[config.mk]
export PLATFORM = sky130hd
export DESIGN_NAME = multi_turn_angle_tracker
export DESIGN_NICKNAME = d
export VERILOG_FILES = /design/src/hdl/mtat_pkg.sv /design/src/hdl/mtat_div.sv /design/src/hdl/multi_turn_angle_tracker.sv
export SDC_FILE = /design/constraint.sdc
export NUM_CORES = 2
export LEC_CHECK = 0
export BUFFER_PORTS_ARGS = -buffer_cell sky130_fd_sc_hd__buf_2
export CAP_MARGIN = 10
export CORE_ASPECT_RATIO = 1.2
export CORE_MARGIN = 5
export CORE_UTILIZATION = 40
export CTS_CLUSTER_DIAMETER = 200
export DETAILED_ROUTE_END_ITERATION = 6
export SYNTH_ARGS = -nofsm -noshare
export SYNTH_HDL_FRONTEND = slang
export SYNTH_HIERARCHICAL = 1
export SYNTH_SLANG_ARGS = --single-unit
[constraint.sdc]
create_clock -name i_clk -period 11.9 [get_ports i_clk]
set_clock_uncertainty 0.1 [all_clocks]
set_input_delay 1.19 -clock i_clk [delete_from_list [all_inputs] [get_ports i_clk]]
set_output_delay 1.19 -clock i_clk [all_outputs]
set_load 0.005 [all_outputs]
[src/hdl/mtat_pkg.sv]
// ----------------------------------------------------------------------------
// Multi-turn angle tracker package
// Shared widths, scale constants and codes for the tracker and its divider.
// ----------------------------------------------------------------------------
package mtat_pkg;

    localparam int ANGLE_W   = 12;
    localparam int TIME_W    = 32;
    localparam int TURN_W    = 32;
    localparam int STATUS_W  = 3;
    localparam int VEL_W     = 22;
    localparam int RPM_W     = 23;

    // |step| * 1000 fits 21 bits, |step| * 46875 fits 27 bits (|step| <= 2048)
    localparam int VEL_NUM_W = 21;
    localparam int RPM_NUM_W = 27;
    localparam int DIV_NUM_W = 27;
    localparam int DIV_CNT_W = 5;

    // 6000000 / 4096 = 46875 / 32: divide by elapsed, then drop five bits
    localparam logic [9:0]  VEL_SCALE = 10'd1000;
    localparam logic [15:0] RPM_SCALE = 16'd46875;
    localparam int          RPM_SHIFT = 5;

    localparam logic signed [ANGLE_W:0]   HALF_TURN = 13'sd2048;
    localparam logic signed [ANGLE_W+1:0] FULL_TURN = 14'sd4096;

    typedef logic [STATUS_W-1:0] t_status;

    localparam t_status ST_UPDATED  = 3'd0;
    localparam t_status ST_FIRST    = 3'd1;
    localparam t_status ST_SAME_MS  = 3'd2;
    localparam t_status ST_READ_ERR = 3'd3;
    localparam t_status ST_DISABLED = 3'd4;

    localparam logic CFG_ZERO_POS = 1'b0;
    localparam logic CFG_ENABLE   = 1'b1;

endpackage

[src/hdl/mtat_div.sv]
// ----------------------------------------------------------------------------
// Multi-turn angle tracker divider
// Restoring divider, one quotient bit per cycle over a programmable bit count.
// ----------------------------------------------------------------------------
module mtat_div (
    input  logic                           i_clk,
    input  logic                           i_rst_n,
    input  logic                           i_start,
    input  logic [mtat_pkg::DIV_NUM_W-1:0] i_num,
    input  logic [mtat_pkg::DIV_CNT_W-1:0] i_steps,
    input  logic [mtat_pkg::TIME_W-1:0]    i_den,
    output logic                           o_done,
    output logic [mtat_pkg::DIV_NUM_W-1:0] o_quot
);

    localparam logic [mtat_pkg::DIV_CNT_W-1:0] DIV_CNT_ONE = 1;

    logic [mtat_pkg::TIME_W-1:0]    r_rem;
    logic [mtat_pkg::TIME_W-1:0]    r_den;
    logic [mtat_pkg::DIV_NUM_W-1:0] r_num;
    logic [mtat_pkg::DIV_NUM_W-1:0] r_quot;
    logic [mtat_pkg::DIV_CNT_W-1:0] r_cnt;
    logic                           r_done;

    logic [mtat_pkg::TIME_W:0]      shifted;
    logic [mtat_pkg::TIME_W:0]      diff;
    logic                           fits;

    always_comb begin
        shifted = {r_rem, r_num[mtat_pkg::DIV_NUM_W-1]};
        diff    = shifted - {1'b0, r_den};
        fits    = (shifted >= {1'b0, r_den});
    end

    always_ff @(posedge i_clk) begin
        if (!i_rst_n) begin
            r_cnt  <= '0;
            r_done <= 1'b0;
        end else if (i_start) begin
            r_cnt  <= i_steps;
            r_done <= 1'b0;
        end else if (r_cnt != '0) begin
            r_cnt <= r_cnt - 1'b1;
            if (r_cnt == DIV_CNT_ONE) begin
                r_done <= 1'b1;
            end
        end
    end

    always_ff @(posedge i_clk) begin
        if (i_start) begin
            r_rem  <= '0;
            r_den  <= i_den;
            r_num  <= i_num;
            r_quot <= '0;
        end else if (r_cnt != '0) begin
            r_rem  <= fits ? diff[mtat_pkg::TIME_W-1:0] : shifted[mtat_pkg::TIME_W-1:0];
            r_num  <= {r_num[mtat_pkg::DIV_NUM_W-2:0], 1'b0};
            r_quot <= {r_quot[mtat_pkg::DIV_NUM_W-2:0], fits};
        end
    end

    assign o_done = r_done;
    assign o_quot = r_quot;

endmodule

[src/hdl/multi_turn_angle_tracker.sv]
// ----------------------------------------------------------------------------
// Multi-turn angle tracker
// Per-channel angle unwrap with turn count, velocity and rpm over one shared
// iterative divider.
// ----------------------------------------------------------------------------
// Sequence: an updating sample passes evaluate, multiply, then the velocity and
//   rpm divisions on the shared divider (21 quotient bits for velocity, 27 for rpm).
// Any other outcome (first, same-ms, read error, disabled) goes straight to output.
// Throughput: one sample at a time; the next is taken the cycle after the
//   result is loaded into the output register, which a stalled output holds off.
// Reset: synchronous active low; clears config, channel state and handshakes.
module multi_turn_angle_tracker #(
    parameter int CHANNELS = 3
) (
    input  logic                                  i_clk,
    input  logic                                  i_rst_n,
    input  logic                                  i_in_valid,
    output logic                                  o_in_stall,
    input  logic [1:0]                            i_channel,
    input  logic [mtat_pkg::ANGLE_W-1:0]          i_raw_angle,
    input  logic                                  i_read_ok,
    input  logic [mtat_pkg::TIME_W-1:0]           i_time_ms,
    output logic                                  o_out_valid,
    input  logic                                  i_out_stall,
    output logic [mtat_pkg::STATUS_W-1:0]         o_status,
    output logic signed [mtat_pkg::TURN_W-1:0]    o_turn_count,
    output logic signed [mtat_pkg::VEL_W-1:0]     o_velocity_counts,
    output logic signed [mtat_pkg::RPM_W-1:0]     o_rpm_hundredths,
    output logic [mtat_pkg::ANGLE_W-1:0]          o_angle_from_zero,
    input  logic                                  i_cfg_we,
    input  logic                                  i_cfg_index,
    input  logic [mtat_pkg::ANGLE_W-1:0]          i_cfg_data
);

    localparam int CH_W = (CHANNELS > 1) ? $clog2(CHANNELS) : 1;

    localparam logic [2:0] S_IDLE    = 3'd0;
    localparam logic [2:0] S_EVAL    = 3'd1;
    localparam logic [2:0] S_MUL     = 3'd2;
    localparam logic [2:0] S_DV_GO   = 3'd3;
    localparam logic [2:0] S_DV_WAIT = 3'd4;
    localparam logic [2:0] S_DR_GO   = 3'd5;
    localparam logic [2:0] S_DR_WAIT = 3'd6;
    localparam logic [2:0] S_OUT     = 3'd7;

    localparam int VEL_Q_W = mtat_pkg::VEL_NUM_W;
    localparam int RPM_Q_W = mtat_pkg::RPM_NUM_W - mtat_pkg::RPM_SHIFT;

    logic [2:0] r_state;

    // configuration
    logic [mtat_pkg::ANGLE_W-1:0] r_zero;
    logic [2:0]                   r_enable;

    // per-channel state
    logic [mtat_pkg::TIME_W-1:0]  r_last_time  [CHANNELS];
    logic [mtat_pkg::ANGLE_W-1:0] r_last_angle [CHANNELS];
    logic [mtat_pkg::TURN_W-1:0]  r_turns      [CHANNELS];

    // latched sample
    logic [1:0]                   r_ch;
    logic [mtat_pkg::ANGLE_W-1:0] r_raw;
    logic                         r_ok;
    logic [mtat_pkg::TIME_W-1:0]  r_time;

    // working values
    logic [mtat_pkg::TIME_W-1:0]    r_elapsed;
    logic [mtat_pkg::ANGLE_W-1:0]   r_mag;
    logic                           r_neg;
    logic [mtat_pkg::VEL_NUM_W-1:0] r_num_v;
    logic [mtat_pkg::RPM_NUM_W-1:0] r_num_r;

    // pending result
    mtat_pkg::t_status                       r_res_status;
    logic [mtat_pkg::TURN_W-1:0]             r_res_turns;
    logic [mtat_pkg::VEL_W-1:0]              r_res_vel;
    logic [mtat_pkg::RPM_W-1:0]              r_res_rpm;
    logic [mtat_pkg::ANGLE_W-1:0]            r_res_rel;

    // output register
    logic                                    r_out_valid;
    mtat_pkg::t_status                       r_out_status;
    logic [mtat_pkg::TURN_W-1:0]             r_out_turns;
    logic [mtat_pkg::VEL_W-1:0]              r_out_vel;
    logic [mtat_pkg::RPM_W-1:0]              r_out_rpm;
    logic [mtat_pkg::ANGLE_W-1:0]            r_out_rel;

    // evaluation
    logic [3:0]                     en_ext;
    logic                           ch_ok;
    logic [CH_W-1:0]                idx;
    logic [mtat_pkg::TIME_W-1:0]    cur_time;
    logic [mtat_pkg::ANGLE_W-1:0]   cur_angle;
    logic [mtat_pkg::TURN_W-1:0]    cur_turns;
    logic signed [mtat_pkg::ANGLE_W:0] raw_step;
    logic signed [mtat_pkg::ANGLE_W:0] step;
    logic [mtat_pkg::TURN_W-1:0]    n_turns;
    logic [mtat_pkg::ANGLE_W:0]     step_abs;
    logic [mtat_pkg::ANGLE_W-1:0]   rel_angle;

    // divider
    logic                           div_start;
    logic [mtat_pkg::DIV_NUM_W-1:0] div_num;
    logic [mtat_pkg::DIV_CNT_W-1:0] div_steps;
    logic                           div_done;
    logic [mtat_pkg::DIV_NUM_W-1:0] div_quot;
    logic [VEL_Q_W:0]               vel_mag;
    logic [RPM_Q_W:0]               rpm_mag;

    logic                           out_load;

    always_comb begin
        en_ext    = {1'b0, r_enable};
        ch_ok     = (32'(r_ch) < CHANNELS) && en_ext[r_ch];
        idx       = r_ch[CH_W-1:0];
        cur_time  = r_last_time[idx];
        cur_angle = r_last_angle[idx];
        cur_turns = r_turns[idx];
        rel_angle = r_raw - r_zero;
        raw_step  = $signed({1'b0, r_raw}) - $signed({1'b0, cur_angle});
        // fold steps beyond half a turn; exactly half a turn is no wrap
        if (raw_step > mtat_pkg::HALF_TURN) begin
            step    = 13'(raw_step - mtat_pkg::FULL_TURN);
            n_turns = cur_turns - 1'b1;
        end else if (raw_step < -mtat_pkg::HALF_TURN) begin
            step    = 13'(raw_step + mtat_pkg::FULL_TURN);
            n_turns = cur_turns + 1'b1;
        end else begin
            step    = raw_step;
            n_turns = cur_turns;
        end
        step_abs = step[mtat_pkg::ANGLE_W] ? 13'(-step) : 13'(step);
    end

    always_comb begin
        div_start = (r_state == S_DV_GO) || (r_state == S_DR_GO);
        if (r_state == S_DV_GO) begin
            div_num   = {r_num_v, (mtat_pkg::DIV_NUM_W - mtat_pkg::VEL_NUM_W)'(0)};
            div_steps = mtat_pkg::DIV_CNT_W'(mtat_pkg::VEL_NUM_W);
        end else begin
            div_num   = mtat_pkg::DIV_NUM_W'(r_num_r);
            div_steps = mtat_pkg::DIV_CNT_W'(mtat_pkg::RPM_NUM_W);
        end
        vel_mag  = {1'b0, div_quot[VEL_Q_W-1:0]};
        rpm_mag  = {1'b0, div_quot[mtat_pkg::DIV_NUM_W-1:mtat_pkg::RPM_SHIFT]};
        out_load = (r_state == S_OUT) && (!r_out_valid || !i_out_stall);
    end

    mtat_div u_div (
        .i_clk   (i_clk),
        .i_rst_n (i_rst_n),
        .i_start (div_start),
        .i_num   (div_num),
        .i_steps (div_steps),
        .i_den   (r_elapsed),
        .o_done  (div_done),
        .o_quot  (div_quot)
    );

    // configuration writes
    always_ff @(posedge i_clk) begin
        if (!i_rst_n) begin
            r_zero   <= '0;
            r_enable <= '0;
        end else if (i_cfg_we) begin
            unique case (i_cfg_index)
                mtat_pkg::CFG_ZERO_POS: r_zero   <= i_cfg_data;
                mtat_pkg::CFG_ENABLE:   r_enable <= i_cfg_data[2:0];
                default:                r_zero   <= r_zero;
            endcase
        end
    end

    // sequencer and channel state
    always_ff @(posedge i_clk) begin
        if (!i_rst_n) begin
            r_state <= S_IDLE;
            for (int c = 0; c < CHANNELS; c++) begin
                r_last_time[c]  <= '0;
                r_last_angle[c] <= '0;
                r_turns[c]      <= '0;
            end
        end else begin
            unique case (r_state)
                S_IDLE: begin
                    if (i_in_valid) begin
                        r_state <= S_EVAL;
                    end
                end
                S_EVAL: begin
                    if (ch_ok && r_ok && cur_time == '0) begin
                        r_last_time[idx]  <= r_time;
                        r_last_angle[idx] <= r_raw;
                        r_state           <= S_OUT;
                    end else if (ch_ok && r_ok && r_time != cur_time) begin
                        r_last_time[idx]  <= r_time;
                        r_last_angle[idx] <= r_raw;
                        r_turns[idx]      <= n_turns;
                        r_state           <= S_MUL;
                    end else begin
                        r_state <= S_OUT;
                    end
                end
                S_MUL:     r_state <= S_DV_GO;
                S_DV_GO:   r_state <= S_DV_WAIT;
                S_DV_WAIT: begin
                    if (div_done) begin
                        r_state <= S_DR_GO;
                    end
                end
                S_DR_GO:   r_state <= S_DR_WAIT;
                S_DR_WAIT: begin
                    if (div_done) begin
                        r_state <= S_OUT;
                    end
                end
                S_OUT: begin
                    if (out_load) begin
                        r_state <= S_IDLE;
                    end
                end
                default:   r_state <= S_IDLE;
            endcase
        end
    end

    // datapath payload
    always_ff @(posedge i_clk) begin
        if (r_state == S_IDLE && i_in_valid) begin
            r_ch   <= i_channel;
            r_raw  <= i_raw_angle;
            r_ok   <= i_read_ok;
            r_time <= i_time_ms;
        end
        if (r_state == S_EVAL) begin
            r_elapsed    <= r_time - cur_time;
            r_mag        <= step_abs[mtat_pkg::ANGLE_W-1:0];
            r_neg        <= step[mtat_pkg::ANGLE_W];
            r_res_vel    <= '0;
            r_res_rpm    <= '0;
            priority if (!ch_ok) begin
                r_res_status <= mtat_pkg::ST_DISABLED;
                r_res_turns  <= '0;
                r_res_rel    <= '0;
            end else if (!r_ok) begin
                r_res_status <= mtat_pkg::ST_READ_ERR;
                r_res_turns  <= cur_turns;
                r_res_rel    <= '0;
            end else if (cur_time == '0) begin
                r_res_status <= mtat_pkg::ST_FIRST;
                r_res_turns  <= cur_turns;
                r_res_rel    <= rel_angle;
            end else if (r_time == cur_time) begin
                r_res_status <= mtat_pkg::ST_SAME_MS;
                r_res_turns  <= cur_turns;
                r_res_rel    <= '0;
            end else begin
                r_res_status <= mtat_pkg::ST_UPDATED;
                r_res_turns  <= n_turns;
                r_res_rel    <= rel_angle;
            end
        end
        if (r_state == S_MUL) begin
            r_num_v <= mtat_pkg::VEL_NUM_W'(r_mag)
                     * mtat_pkg::VEL_NUM_W'(mtat_pkg::VEL_SCALE);
            r_num_r <= mtat_pkg::RPM_NUM_W'(r_mag)
                     * mtat_pkg::RPM_NUM_W'(mtat_pkg::RPM_SCALE);
        end
        if (r_state == S_DV_WAIT && div_done) begin
            r_res_vel <= r_neg ? mtat_pkg::VEL_W'(-vel_mag) : mtat_pkg::VEL_W'(vel_mag);
        end
        if (r_state == S_DR_WAIT && div_done) begin
            r_res_rpm <= r_neg ? mtat_pkg::RPM_W'(-rpm_mag) : mtat_pkg::RPM_W'(rpm_mag);
        end
    end

    // output register: hold while stalled, drop valid once transferred
    always_ff @(posedge i_clk) begin
        if (!i_rst_n) begin
            r_out_valid <= 1'b0;
        end else if (out_load) begin
            r_out_valid <= 1'b1;
        end else if (!i_out_stall) begin
            r_out_valid <= 1'b0;
        end
    end

    always_ff @(posedge i_clk) begin
        if (out_load) begin
            r_out_status <= r_res_status;
            r_out_turns  <= r_res_turns;
            r_out_vel    <= r_res_vel;
            r_out_rpm    <= r_res_rpm;
            r_out_rel    <= r_res_rel;
        end
    end

    assign o_in_stall        = (r_state != S_IDLE);
    assign o_out_valid       = r_out_valid;
    assign o_status          = r_out_status;
    assign o_turn_count      = $signed(r_out_turns);
    assign o_velocity_counts = $signed(r_out_vel);
    assign o_rpm_hundredths  = $signed(r_out_rpm);
    assign o_angle_from_zero = r_out_rel;

endmodule
Yosys cells after proc, flatten, opt, wreduce, memory -nomap -nowiden
Memories as Yosys holds them, arrays and structs flattened. A register that Yosys moved wholly into a read port is not among the register bits.
Index checks and enable logic that the tools add are counted.
{"block": "totals", "input_bits": 65, "mem_count": 3, "mem_bits_ro": 0, "out_inout_bits": 94, "reg_bits": 464, "latch_bits": 0, "ramBits": 228}
{"memory": "r_last_time", "depth": 3, "width": 32, "rd": 1, "rd_clocked_by_memory_dff": 1, "wr": 3, "line_no": "multi_turn_angle_tracker.sv:56", "rtl": "logic [mtat_pkg::TIME_W-1:0] r_last_time [CHANNELS];"}
{"memory": "r_turns", "depth": 3, "width": 32, "rd": 1, "rd_clocked_by_memory_dff": 1, "wr": 3, "line_no": "multi_turn_angle_tracker.sv:58", "rtl": "logic [mtat_pkg::TURN_W-1:0] r_turns [CHANNELS];"}
{"memory": "r_last_angle", "depth": 3, "width": 12, "rd": 1, "rd_clocked_by_memory_dff": 1, "wr": 3, "line_no": "multi_turn_angle_tracker.sv:57", "rtl": "logic [mtat_pkg::ANGLE_W-1:0] r_last_angle [CHANNELS];"}
{"block": "classes", "eq_ne": 15, "n_lt_le_gt_ge": 5, "n_div": 0, "n_addsub": 12, "n_bitwise": 4, "multipliers": 2, "mux": 61, "reduce_logical": 28, "shifts": 0}
{"operator": "2-to-1 mux 32 bit", "n": 9}
{"operator": "2-to-1 mux 27 bit", "n": 3}
{"operator": "2-to-1 mux 23 bit", "n": 3}
{"operator": "2-to-1 mux 22 bit", "n": 3}
{"operator": "OR reduction 32 bit", "n": 2}
{"operator": "subtractor 32 bit", "n": 2}
{"operator": "2-to-1 mux 12 bit", "n": 5}
{"operator": "greater-or-equal comparator 33 x 32 -> 1 bit", "n": 1}
{"operator": "adder 32 x 1 -> 32 bit, second input constant", "n": 1}
{"operator": "equality test 32 bit", "n": 1}
{"operator": "logical NOT 32 bit", "n": 1}
{"operator": "inequality test 32 bit", "n": 1}
{"operator": "subtractor 32 x 1 -> 32 bit, second input constant", "n": 1}
{"operator": "multiplier 12 x 16 -> 27 bit, second input constant", "n": 1}
{"operator": "2-to-1 mux 13 bit", "n": 2}
{"operator": "one-hot mux 3 bit (8 select lines)", "n": 1}
{"operator": "negator 22 -> 23 bit", "n": 1}
{"operator": "negator 21 -> 22 bit", "n": 1}
{"operator": "multiplier 12 x 7 -> 18 bit, second input constant", "n": 1}
{"operator": "2-to-1 mux 2 bit", "n": 9}
{"operator": "2-to-1 mux 3 bit", "n": 6}
{"operator": "2-to-1 mux 1 bit", "n": 16}
{"operator": "adder 13 bit, second input constant", "n": 1}
{"operator": "greater-than comparator 13 bit, second input constant", "n": 1}
{"operator": "30 further kinds", "n": 54}

Depth between registers and ports, before layout
{"block": "depth", "word_depth": 13, "depth_mapped": 22, "mapped_depth_nobuf": 21}

By module
Netlist, hierarchy kept.
{"module": "multi_turn_angle_tracker", "area_per_inst_um2": 34793.4, "cells_per_inst": 2755, "n_inst": 1, "seq_area_each_um2": 19158.4}
{"module": "mtat_div", "area_per_inst_um2": 6723.9, "cells_per_inst": 721, "n_inst": 1, "seq_area_each_um2": 3072.9}

Worst setup path after synthesis
OpenSTA, ideal clock, no wires.
{"block": "synth_path", "path_kind": "input port to flip-flop", "startpoint": "input port i_out_stall", "endpoint": "register r_out_rel (netlist bit o_angle_from_zero[0]) (enable)", "path_buffers": 0, "required_ps": 11226, "cell_stages": 1, "t_arrival_ps": 5691, "setup_slack_ps": 5535, "path_cell_list": "a21oi_1"}
{"block": "synth_between", "elab_chain_len": 3}
{"element": "start, declared", "line_no": "multi_turn_angle_tracker.sv:24", "rtl": "input logic i_out_stall,"}
{"element": "logical NOT 1 bit"}
{"element": "logical OR 1 bit", "line_no": "multi_turn_angle_tracker.sv:146", "rtl": "out_load = (r_state == S_OUT) && (!r_out_valid || !i_out_stall);"}
{"element": "logical AND 1 bit", "line_no": "multi_turn_angle_tracker.sv:146"}
{"element": "end signal, assigned", "line_no": "multi_turn_angle_tracker.sv:294", "rtl": "r_out_rel <= r_res_rel;"}
{"element": "end, declared", "line_no": "multi_turn_angle_tracker.sv:86", "rtl": "logic [mtat_pkg::ANGLE_W-1:0] r_out_rel;"}
No other way between the ends.
A chain may end at the register's enable or synchronous reset.

==> flow_summary.json <==
{
  "dpl_worst_slack_ns": 5.63,
  "rsz0062_at_grt": "no",
  "grt_overflow": 0,
  "cts_tree": "built",
  "tightest_slew_ns": 1.34,
  "layout_setup_ws_ns": 5.75,
  "io_buffers": 158,
  "report.final.slew_viol_count": 0,
  "fp-row-count": 129,
  "place_hpwl_mm": 70.6,
  "wire_per_inst_um": 19.3,
  "crit_slowest_cell": "dfxtp_4",
  "yosys_warnings": 6,
  "r2r_setup_slack_ns": 5.75,
  "drive_gt1_frac": 0.127,
  "yosys.cell_count.top_type": "edfxtp_1",
  "cts.clk_slew.worst_paths_ns": 0.06,
  "yosysTopAreaCellShare": 0.494,
  "clk_path_buf_depth": 3,
  "core_region_area_mm2": 0.103,
  "r2r-end": "r_turns[1][25]",
  "final_hold_viol_count": 0,
  "path_depth": 15,
  "ys_types": 95,
  "drt_pass1_iterations": 5,
  "period_minus_slack_ns": 6.15,
  "fin_hold_ws_ns": 0.301,
  "grt_max_degree": 83,
  "postCtsSetupBuffers": 0,
  "clk_latency_ns": 0.67,
  "outcome": "finished clean",
  "setup_viol_count_final": 0,
  "relSlewSlack": 0.108,
  "grt_use_met1": 0.222,
  "synthTopCellsByArea": "edfxtp_1 (49%), ha_1 (6.5%), fa_1 (4.8%)",
  "ys.flop_type": "edfxtp_1",
  "netlist_area_mm2": 0.0415,
  "place.gp.congestion": 0.890,
  "slowest_delay_ns": 0.89,
  "boundaryPins": 159,
  "seq_area_frac_synth": 0.535,
  "synth_cells": 3476,
  "grt_pass1_wl_mm": 154,
  "die_area_mm2": 0.110,
  "post_cts_resized": 0,
  "synth_top_cell_by_area": "edfxtp_1",
  "synth_edf_count": 683,
  "fmax_ghz": 0.162,
  "critPathArrivalTime_ns": 6.43,
  "antenna_found_initial": 3,
  "crit_top_cell": "buf_4",
  "path_delay_family": "simple AND/OR/NAND/NOR gates",
  "grt_pass1_vias": 26700,
  "grt_busiest_layer": "met2",
  "ys_top_cells_by_count": "edfxtp_1 (683), inv_1 (361), nand2_1 (291), nor2_1 (291), ha_1 (217)",
  "fin_util": 0.453,
  "endpoint_kind": "register",
  "grt.met3_usage": 0.0267,
  "route.detailed.drc": 0,
  "ant_nets": 0,
  "hold_class": "reg2reg",
  "die_y_um": 363,
  "num_vias": 26500,
  "r2r_cells": 15,
  "crit_chain": "buf_4 > mux4_2 > inv_1 > ha_1 > nand3_1 > nor2_1 > nand4_1 > or4_1 > or3_1 > nor2b_2 > buf_4 > nand4b_1 > buf_4 > nand2_1 > buf_4",
  "crit_path_start_kind": "register",
  "post_synth.cell_area_avg_um2": 11.9,
  "synth_async_sr_flop_share": 0,
  "hold_buffers": 0,
  "fin_crit_sh": 0.517,
  "htree_levels": 3,
  "grt_usage": 0.177,
  "maxCapViolations": 0,
  "finalSetupTns_ns": 0,
  "crit_type": "reg2reg",
  "cts_root_buffer": "clkbuf_16",
  "path_max_fanout": 40,
  "synth-seq-cells": 769,
  "crit_end": "r_turns[1][25]",
  "start_util": 0.403,
  "required_ns": 12.17,
  "avgViaCountPerCell": 5.16,
  "drt-total-wl_mm": 99.4,
  "nNetsFinal": 4081,
  "drt_iter0_drc": 1898,
  "die_w_um": 304,
  "cp_num_buf_inv": 5,
  "clkSinkCount": 769,
  "numCtsBuffers": 82,
  "synthToLayoutAreaGrowth_pct": 12.6,
  "use_met2": 0.312
}
-- kinds of logic (layout without fill, tap and decap cells) --
logic type	after synthesis	in the layout	share of synthesized area
xor+xnor	185	185	0.0392
compound gates	538	538	0.0885
flops	769	769	0.535
other cells	2	80	0.000181
simple gates	1061	1061	0.126
buf+inv	492	707	0.0468
fa+ha+maj	316	316	0.113
mux	113	113	0.0511
-- flip-flops by register name, summed over array words and instances, names as in the netlist, 17 cells and up, named ones only --
signal and count:
u_div/o_quot 27, r_res_vel 22, r_elapsed 32, r_num_r 27, r_res_turns 32, r_time 32, r_res_rpm 23, u_div/r_den 32
r_num_v 17, r_turns 128, r_last_angle 48, o_velocity_counts 22, r_last_time 128, u_div/r_num 27, o_rpm_hundredths 23, o_turn_count 32
u_div/r_rem 32
-- routing by layer --
layer  share of wire  up-vias
met1            0.42    12900
met2            0.50      609
met5         0.00013        -
met4           0.039        2
li1                -    12800
met3           0.044      207
-- cell usage in the layout (no fill, tap or decap), drive strengths merged, types with 87 or more instances in the layout --
master	netlist	layout
edfxtp	683	683
inv	361	368
nand2	292	292
nor2	291	291
ha	217	217
buf	34	193
a21oi	168	168
and2	159	159
xnor2	114	114
fa	99	99
clkbuf	95	98
o21ai	87	87
-- cell type report --
type | instances | area [um^2]
Tap cell | 1375 | 1720
Clock inverter | 53 | 567
Timing Repair Buffer | 193 | 1050
Fill cell | 9503 | 56400
Sequential cell | 769 | 22200
Multi-Input combinational cell | 2291 | 17700
Antenna cell | 2 | 5.00
Inverter | 363 | 1370
Clock buffer | 98 | 2110
-- through the flow --
step | area, um^2 | std cells
after CTS | 46700 | 5142
after detailed placement | 44100 | 4991
after floorplan | 41800 | 3552
after global routing | 46700 | 5142
after global placement | 44100 | 4991
final | 46800 | 5144
-- how the worst min path moves through the flow --
stage	startpoint	to	slack, ns	depth (start not counted)
floorplan	r_res_rel[0]	o_angle_from_zero[0]	0.30	0
global placement	r_res_rel[11]	o_angle_from_zero[11]	0.30	0
detailed placement	r_res_vel[11]	o_velocity_counts[11]	0.30	0
CTS	r_res_vel[18]	o_velocity_counts[18]	0.31	0
global route	r_res_vel[18]	o_velocity_counts[18]	0.31	0
finish	r_res_vel[18]	o_velocity_counts[18]	0.30	0
Power is not shown: default switching activity piles up to over one toggle a cycle in this logic, so the estimate is an artifact.
